$ cat src/rtl/brm_pkg.sv
package brm_pkg;

    localparam int TICK_W      = 32;
    localparam int CNT_W       = 5;
    localparam int PORT_MSG_W  = 64;
    localparam int IN_TDATA_W  = 104;
    localparam int OUT_TDATA_W = 96;
    localparam int APB_ADDR_W  = 3;
    localparam int APB_DATA_W  = 32;

    localparam logic REG_MAIL_COUNT = 1'b0;

    localparam logic MODE_SEND = 1'b0;
    localparam logic MODE_RECV = 1'b1;

    typedef struct packed {
        logic accept;
        logic adjust;
        logic div_start;
        logic mem_op;
        logic out_load;
    } t_cmd;

    typedef struct packed {
        logic mode;
        logic want;
        logic div_done;
        logic out_free;
    } t_sts;

endpackage

$ cat src/rtl/broadcast_ring_mailbox_unit.sv
// Broadcast ring mailbox: one writer stores messages into a ring of slots,
// many readers pull them back by their own sequence tick.
// Input stream: tuser = mode (0 send, 1 receive); tdata carries message,
// reader tick and want flag. A send stores the message at slot
// write_tick mod mail_count and gives no output word. A receive applies
// catch-up to the reader tick, optionally reads the slot, and returns one
// output word with the slot contents and the new tick.
// Flow: a new input word is taken only when the previous one is done.
// States in order: accept, adjust, divider start, divider wait, slot
// access, output load; a send ends after the slot access and a receive
// without data skips from adjust to output load. The 32-step remainder
// unit for the slot index sets the length of the divider wait.
// The result sits in an output register; a stalled receiver holds it while
// the next input word is already taken and worked on.
// Reset clears the write tick and all slot valid flags and sets mail_count to 16
// (capped at SLOTS). An APB write to mail_count with a new value clears
// all slots; write it only while the block is idle.
module broadcast_ring_mailbox_unit #(
    parameter int SLOTS        = 16,
    parameter int MESSAGE_BITS = 64
) (
    input  logic                             i_clk,
    input  logic                             i_rst_n,
    input  logic                             s_axis_tvalid,
    output logic                             s_axis_tready,
    // message[63:0], reader_tick[95:64], want_data[96], zero pad[103:97]
    input  logic [brm_pkg::IN_TDATA_W-1:0]   s_axis_tdata,
    // mode[0]
    input  logic                             s_axis_tuser,
    output logic                             m_axis_tvalid,
    input  logic                             m_axis_tready,
    // read_message[63:0], new_reader_tick[95:64]
    output logic [brm_pkg::OUT_TDATA_W-1:0]  m_axis_tdata,
    input  logic                             psel,
    input  logic                             penable,
    input  logic                             pwrite,
    input  logic [brm_pkg::APB_ADDR_W-1:0]   paddr,
    input  logic [brm_pkg::APB_DATA_W-1:0]   pwdata,
    output logic [brm_pkg::APB_DATA_W-1:0]   prdata,
    output logic                             pready
);
    import brm_pkg::*;

    t_cmd                  w_cmd;
    t_sts                  w_sts;
    logic                  w_cfg_we;
    logic [CNT_W-1:0]      w_count;
    logic [PORT_MSG_W-1:0] w_out_msg;
    logic [TICK_W-1:0]     w_out_tick;

    assign pready   = 1'b1;
    assign w_cfg_we = psel && penable && pwrite && (paddr[2] == REG_MAIL_COUNT);
    assign prdata   = (paddr[2] == REG_MAIL_COUNT) ? APB_DATA_W'(w_count) : '0;

    brm_ctrl u_ctrl (
        .i_clk      (i_clk),
        .i_rst_n    (i_rst_n),
        .i_in_valid (s_axis_tvalid),
        .o_in_ready (s_axis_tready),
        .i_sts      (w_sts),
        .o_cmd      (w_cmd)
    );

    brm_dp #(
        .SLOTS        (SLOTS),
        .MESSAGE_BITS (MESSAGE_BITS)
    ) u_dp (
        .i_clk       (i_clk),
        .i_rst_n     (i_rst_n),
        .i_cmd       (w_cmd),
        .o_sts       (w_sts),
        .i_in_mode   (s_axis_tuser),
        .i_in_msg    (s_axis_tdata[PORT_MSG_W-1:0]),
        .i_in_tick   (s_axis_tdata[PORT_MSG_W+TICK_W-1:PORT_MSG_W]),
        .i_in_want   (s_axis_tdata[PORT_MSG_W+TICK_W]),
        .i_cfg_we    (w_cfg_we),
        .i_cfg_data  (pwdata[CNT_W-1:0]),
        .o_cfg_count (w_count),
        .o_out_valid (m_axis_tvalid),
        .i_out_ready (m_axis_tready),
        .o_out_msg   (w_out_msg),
        .o_out_tick  (w_out_tick)
    );

    assign m_axis_tdata = {w_out_tick, w_out_msg};

endmodule

$ cat src/rtl/brm_div.sv
module brm_div (
    input  logic                        i_clk,
    input  logic                        i_rst_n,
    input  logic                        i_start,
    input  logic [brm_pkg::TICK_W-1:0]  i_dividend,
    input  logic [brm_pkg::CNT_W-1:0]   i_divisor,
    output logic                        o_done,
    output logic [brm_pkg::CNT_W-1:0]   o_rem
);
    import brm_pkg::*;

    localparam int STEP_W = $clog2(TICK_W);
    localparam logic [STEP_W-1:0] LAST_STEP = STEP_W'(TICK_W - 1);

    logic              r_busy;
    logic              r_done;
    logic [STEP_W-1:0] r_step;
    logic [TICK_W-1:0] r_dvd;
    logic [CNT_W-1:0]  r_rem;
    logic [CNT_W:0]    w_trial;
    logic [CNT_W:0]    w_diff;

    assign w_trial = {r_rem, r_dvd[TICK_W-1]};
    assign w_diff  = w_trial - {1'b0, i_divisor};

    always_ff @(posedge i_clk) begin
        if (!i_rst_n) begin
            r_busy <= 1'b0;
            r_done <= 1'b0;
            r_step <= '0;
        end else begin
            r_done <= 1'b0;
            if (i_start) begin
                r_busy <= 1'b1;
                r_step <= '0;
            end else if (r_busy) begin
                r_step <= r_step + 1'b1;
                if (r_step == LAST_STEP) begin
                    r_busy <= 1'b0;
                    r_done <= 1'b1;
                end
            end
        end
    end

    always_ff @(posedge i_clk) begin
        if (i_start) begin
            r_dvd <= i_dividend;
            r_rem <= '0;
        end else if (r_busy) begin
            r_dvd <= {r_dvd[TICK_W-2:0], 1'b0};
            if (w_trial >= {1'b0, i_divisor}) begin
                r_rem <= w_diff[CNT_W-1:0];
            end else begin
                r_rem <= w_trial[CNT_W-1:0];
            end
        end
    end

    assign o_done = r_done;
    assign o_rem  = r_rem;

endmodule

$ cat src/rtl/brm_ctrl.sv
module brm_ctrl (
    input  logic          i_clk,
    input  logic          i_rst_n,
    input  logic          i_in_valid,
    output logic          o_in_ready,
    input  brm_pkg::t_sts i_sts,
    output brm_pkg::t_cmd o_cmd
);
    import brm_pkg::*;

    localparam logic [2:0] ST_IDLE  = 3'd0;
    localparam logic [2:0] ST_ADJ   = 3'd1;
    localparam logic [2:0] ST_START = 3'd2;
    localparam logic [2:0] ST_WAIT  = 3'd3;
    localparam logic [2:0] ST_MEM   = 3'd4;
    localparam logic [2:0] ST_OUT   = 3'd5;

    logic [2:0] r_state;
    logic [2:0] n_state;

    always_comb begin
        n_state    = r_state;
        o_cmd      = '0;
        o_in_ready = 1'b0;
        case (r_state)
            ST_IDLE: begin
                o_in_ready   = 1'b1;
                o_cmd.accept = i_in_valid;
                if (i_in_valid) begin
                    n_state = ST_ADJ;
                end
            end
            ST_ADJ: begin
                o_cmd.adjust = (i_sts.mode == MODE_RECV);
                if (i_sts.mode == MODE_RECV && !i_sts.want) begin
                    n_state = ST_OUT;
                end else begin
                    n_state = ST_START;
                end
            end
            ST_START: begin
                o_cmd.div_start = 1'b1;
                n_state         = ST_WAIT;
            end
            ST_WAIT: begin
                if (i_sts.div_done) begin
                    n_state = ST_MEM;
                end
            end
            ST_MEM: begin
                o_cmd.mem_op = 1'b1;
                n_state      = (i_sts.mode == MODE_SEND) ? ST_IDLE : ST_OUT;
            end
            ST_OUT: begin
                if (i_sts.out_free) begin
                    o_cmd.out_load = 1'b1;
                    n_state        = ST_IDLE;
                end
            end
            default: begin
                n_state = ST_IDLE;
            end
        endcase
    end

    always_ff @(posedge i_clk) begin
        if (!i_rst_n) begin
            r_state <= ST_IDLE;
        end else begin
            r_state <= n_state;
        end
    end

endmodule

$ cat src/rtl/brm_dp.sv
module brm_dp #(
    parameter int SLOTS        = 16,
    parameter int MESSAGE_BITS = 64
) (
    input  logic                            i_clk,
    input  logic                            i_rst_n,
    input  brm_pkg::t_cmd                   i_cmd,
    output brm_pkg::t_sts                   o_sts,
    input  logic                            i_in_mode,
    input  logic [brm_pkg::PORT_MSG_W-1:0]  i_in_msg,
    input  logic [brm_pkg::TICK_W-1:0]      i_in_tick,
    input  logic                            i_in_want,
    input  logic                            i_cfg_we,
    input  logic [brm_pkg::CNT_W-1:0]       i_cfg_data,
    output logic [brm_pkg::CNT_W-1:0]       o_cfg_count,
    output logic                            o_out_valid,
    input  logic                            i_out_ready,
    output logic [brm_pkg::PORT_MSG_W-1:0]  o_out_msg,
    output logic [brm_pkg::TICK_W-1:0]      o_out_tick
);
    import brm_pkg::*;

    localparam int DEPTH = (SLOTS < 31) ? SLOTS : 31;
    localparam int IDX_W = (DEPTH > 1) ? $clog2(DEPTH) : 1;
    localparam logic [CNT_W-1:0] CNT_MAX = CNT_W'(DEPTH);
    localparam logic [CNT_W-1:0] CNT_RST = CNT_W'((DEPTH < 16) ? DEPTH : 16);

    logic                    r_mode;
    logic                    r_want;
    logic [MESSAGE_BITS-1:0] r_msg;
    logic [TICK_W-1:0]       r_tick;
    logic [TICK_W-1:0]       r_wtick;
    logic [CNT_W-1:0]        r_count;
    logic [DEPTH-1:0]        r_valid;
    logic [MESSAGE_BITS-1:0] r_mem [DEPTH];
    logic [MESSAGE_BITS-1:0] r_rd_data;
    logic                    r_rd_hit;
    logic                    r_out_valid;
    logic [PORT_MSG_W-1:0]   r_out_msg;
    logic [TICK_W-1:0]       r_out_tick;

    logic [CNT_W-1:0]  w_cfg_cnt;
    logic [TICK_W-1:0] w_cnt_ext;
    logic [TICK_W-1:0] w_sum;
    logic [TICK_W-1:0] w_adj;
    logic [TICK_W-1:0] w_dvd;
    logic [CNT_W-1:0]  w_rem;
    logic              w_div_done;
    logic [IDX_W-1:0]  w_idx;

    always_comb begin
        if (i_cfg_data == '0) begin
            w_cfg_cnt = CNT_W'(1);
        end else if (i_cfg_data > CNT_MAX) begin
            w_cfg_cnt = CNT_MAX;
        end else begin
            w_cfg_cnt = i_cfg_data;
        end
    end

    assign w_cnt_ext = TICK_W'(r_count);
    assign w_sum     = r_tick + w_cnt_ext;

    always_comb begin
        if (r_wtick > w_sum) begin
            w_adj = r_wtick - w_cnt_ext;
        end else if (r_tick >= r_wtick) begin
            w_adj = r_tick - 1'b1;
        end else begin
            w_adj = r_tick;
        end
    end

    assign w_dvd = (r_mode == MODE_SEND) ? r_wtick : r_tick;
    assign w_idx = w_rem[IDX_W-1:0];

    brm_div u_div (
        .i_clk      (i_clk),
        .i_rst_n    (i_rst_n),
        .i_start    (i_cmd.div_start),
        .i_dividend (w_dvd),
        .i_divisor  (r_count),
        .o_done     (w_div_done),
        .o_rem      (w_rem)
    );

    always_ff @(posedge i_clk) begin
        if (!i_rst_n) begin
            r_count     <= CNT_RST;
            r_valid     <= '0;
            r_wtick     <= '0;
            r_out_valid <= 1'b0;
        end else begin
            if (i_cfg_we && w_cfg_cnt != r_count) begin
                r_count <= w_cfg_cnt;
                r_valid <= '0;
            end else if (i_cmd.mem_op && r_mode == MODE_SEND) begin
                r_valid[w_idx] <= 1'b1;
            end
            if (i_cmd.mem_op && r_mode == MODE_SEND) begin
                r_wtick <= r_wtick + 1'b1;
            end
            if (i_cmd.out_load) begin
                r_out_valid <= 1'b1;
            end else if (i_out_ready) begin
                r_out_valid <= 1'b0;
            end
        end
    end

    always_ff @(posedge i_clk) begin
        if (i_cmd.mem_op && r_mode == MODE_SEND) begin
            r_mem[w_idx] <= r_msg;
        end
        if (i_cmd.mem_op) begin
            r_rd_data <= r_mem[w_idx];
            r_rd_hit  <= r_valid[w_idx];
        end
    end

    always_ff @(posedge i_clk) begin
        if (i_cmd.accept) begin
            r_mode <= i_in_mode;
            r_want <= i_in_want;
            r_msg  <= i_in_msg[MESSAGE_BITS-1:0];
            r_tick <= i_in_tick;
        end else if (i_cmd.adjust) begin
            r_tick <= w_adj;
        end else if (i_cmd.mem_op && r_mode == MODE_RECV && r_tick < r_wtick) begin
            r_tick <= r_tick + 1'b1;
        end
        if (i_cmd.out_load) begin
            r_out_msg  <= (r_want && r_rd_hit) ? PORT_MSG_W'(r_rd_data) : '0;
            r_out_tick <= r_tick;
        end
    end

    assign o_sts.mode     = r_mode;
    assign o_sts.want     = r_want;
    assign o_sts.div_done = w_div_done;
    assign o_sts.out_free = !r_out_valid || i_out_ready;

    assign o_cfg_count = r_count;
    assign o_out_valid = r_out_valid;
    assign o_out_msg   = r_out_msg;
    assign o_out_tick  = r_out_tick;

endmodule

$ cat config.mk
export PLATFORM = sky130hd
export DESIGN_NAME = broadcast_ring_mailbox_unit
export DESIGN_NICKNAME = d
export VERILOG_FILES = /design/src/rtl/brm_pkg.sv /design/src/rtl/broadcast_ring_mailbox_unit.sv /design/src/rtl/brm_div.sv /design/src/rtl/brm_ctrl.sv /design/src/rtl/brm_dp.sv
export SDC_FILE = /design/constraint.sdc
export NUM_CORES = 2
export LEC_CHECK = 0
export ABC_AREA = 1
export BUFFER_PORTS_ARGS = -buffer_cell sky130_fd_sc_hd__buf_4
export CAP_MARGIN = 20
export CORE_ASPECT_RATIO = 0.75
export CORE_MARGIN = 2
export CORE_UTILIZATION = 50
export DETAILED_ROUTE_END_ITERATION = 10
export PLACE_DENSITY = 0.67
export SYNTH_ARGS = -nofsm -noshare
export SYNTH_HDL_FRONTEND = slang
export SYNTH_HIERARCHICAL = 1
export SYNTH_SLANG_ARGS = --single-unit
$ cat constraint.sdc
create_clock -name i_clk -period 15.8 [get_ports i_clk]
set_clock_uncertainty 0.1 [all_clocks]
set_input_delay 3.16 -clock i_clk [delete_from_list [all_inputs] [get_ports i_clk]]
set_output_delay 3.16 -clock i_clk [all_outputs]
set_load 0.005 [all_outputs]
==> impl_metrics.tcl <==
set metrics [dict create \
    max_freq_ghz 0.147 \
    crit_fanout 6 \
    first_pass_iters 6 \
    first_iter_violations 4328 \
    fin_hold_ws_ns 0.362 \
    async_flop_share 0 \
    die_h_um 295 \
    die_w_um 391 \
    grt.total_usage 0.259 \
    drc 0 \
    fin_crit_sh 0.429 \
    antenna_found_initial 2 \
    ys_ff_latch 1384 \
    p_leak_nw 22.1 \
    startpoint "paddr[2]" \
    synth_cell_types 59 \
    ys_seq_area_frac 0.726 \
    worst_ep_arrival_time_ns 3.52 \
    hp-class "flop to flop" \
    nets 4597 \
    core_um2 112000 \
    placedCellCount 5738 \
    synth_top_area_share 0.702 \
    synthCells 4156 \
    drt_wl_total_um 151000 \
    post_cts_resize_count 0 \
    via_count 35654 \
    fin_cells 5983 \
    synth.cell_area_um2 56300 \
    ys.warnings.count 6 \
    post-dp-hpwl_um 84900 \
    drive_above_1_share 0.119 \
    grt_first_pass_wirelength_um 220000 \
    ys.flop_type "edfxtp_1" \
    postCtsSetupRepairBufs 0 \
    maxCapViolCount 0 \
    die_area_um2 115000 \
    final_cell_mix "edfxtp_1 (1315), a22oi_1 (523), nand2_1 (457)" \
    layout_commonest_cell "edfxtp_1" \
    max_slew_margin 0.238 \
    clock_sinks 1384 \
    cp_data_required_time_ns 12.54 \
    insertion_delay_ns 0.77 \
    cts_tree "done" \
    cts_buffers 133 \
    regToRegStartpoint "u_dp/o_cfg_count[0]" \
    status "completed" \
    period_needed_ns 6.78 \
    wl_per_cell_um 25.3 \
    grt_max_degree 141 \
    syn2layout_area_growth_pct 13.3 \
    gp_congestion 0.996 \
    setup_viol 0 \
    cts_buffer_depth 3 \
    start_util 0.504 \
    pwr_density_cell_nw_per_um2 151 \
    viasPerCell 5.96 \
    place_ws_ns 9.01 \
    tightest_slew_ns 1.14 \
    row_count 106 \
    reg2reg_depth 24 \
    root_buffer "clkbuf_16" \
    grt_pass1_vias 33653 \
    overflow 0 \
    worstHoldEndpoint "u_dp/r_valid[2]" \
    hold_path_startpoint "u_dp/r_valid[2]" \
    worstSetupPathType "input port to output pin" \
    yosysTopAreaCell "edfxtp_1" \
    hold_buffers 0 \
    r2r_slack_ns 9.44 \
    ir_drop_mv 0.122 \
    setup_ws_ns 9.02 \
    clkTransAtPathRegs_ns 0.06 \
    end_kind "output pin" \
    numPortBuffers 213 \
    ios 278 \
    whs_path_depth 2 \
    postSynthAreaPerCell_um2 13.5 \
    finalSetupTns_ns 0 \
    synth_edf_count 1315 \
    timing.rr.end "u_dp/r_tick[17]" \
    start_kind "input port" \
    hold_viol_final 0 \
    yosys-top-cells-area "edfxtp_1 (70%), a22oi_1 (7.0%), nand2_1 (3.1%), a21oi_1 (3.0%), dfxtp_1 (2.5%)" \
    n_fill_cell 8755 \
    htreeDepth 4 \
    antenna_left 0 \
    rsz0062_at_grt "false" \
    maxSlewViolCount 0 \
]
[cells in the mapped netlist, types with 49 or more instances]
master	count
dfxtp_1	69
o21ai_0	86
a21oi_1	339
inv_1	261
or4_1	64
ha_1	84
xor2_1	96
nand3_1	106
buf_2	49
a22oi_1	523
nand2_1	460
clkbuf_1	121
nor2_1	305
edfxtp_1	1315
[registers in the layout (all words and copies together), names as in the netlist, 32 cells and up]
register          count
u_dp/r_rd_data       64
u_dp/u_div/r_dvd     32
u_dp/o_out_tick      32
u_dp/r_tick          32
u_dp/r_wtick         32
u_dp/r_msg           64
u_dp/o_out_msg       64
u_dp/r_mem         1024
[worst max-delay path, stage by stage]
cell	delay [ns]
buf_4	0.13
nor2_1	0.11
buf_4	0.12
[layout make-up]
class,instances,area [um^2],share of cell area
repair buffers,279,2210,0.0347
inverters,278,1060,0.0167
diodes,3,7.51,0.000118
clock buffers,175,3580,0.0562
flip-flops and latches,1384,40900,0.641
well taps,1512,1890,0.0297
multi-input cells,2287,13500,0.212
clock inverters,65,584,0.00917
[kinds of logic after synthesis]
group,after synthesis,synth area share
DFF,1384,0.726
and+or+nand+nor,1061,0.0838
AOI/OAI and AO/OA,1005,0.115
buffers and inverters,511,0.0383
xor gates and xnor gates,106,0.0165
adders and majority gates,87,0.0197
other,2,0.000133
[per-layer routing]
layer,wire length (um),vias to the layer above,GRT usage
met5,0,-,0
met4,3510,0,0.0773
met3,15000,209,0.0608
met2,67000,1823,0.382
met1,65600,17706,0.383
li1,-,15916,-
[power breakdown]
part           internal [mW]  total (mW)  switching [mW]
sequential              4.39        4.68           0.292
clock                   1.74        3.08            1.35
combinational          0.581        1.83            1.25
total                   6.70        9.59            2.89
[stage by stage]
stage / cell area (um^2) / power [mW] / util
after floorplan: 56400 / 5.86 / -
after global placement: 59400 / 6.49 / 0.533
after detailed placement: 59500 / 6.53 / 0.534
after CTS: 63700 / 9.59 / 0.571
after global routing: 63700 / 9.96 / 0.571
final: 63700 / 9.59 / 0.571
[worst max-delay path by stage]
stage	to	slack, ns	cells after the start
5_1_grt	u_dp/r_tick[17]	8.98	22
3_5_place_dp	prdata[4]	9.01	3
3_3_place_gp	prdata[1]	9.03	3
4_1_cts	prdata[4]	9.01	3
6_report	prdata[4]	9.02	3
2_1_floorplan	u_dp/r_tick[0]	4.46	6
(Power assumes the default switching activity.)
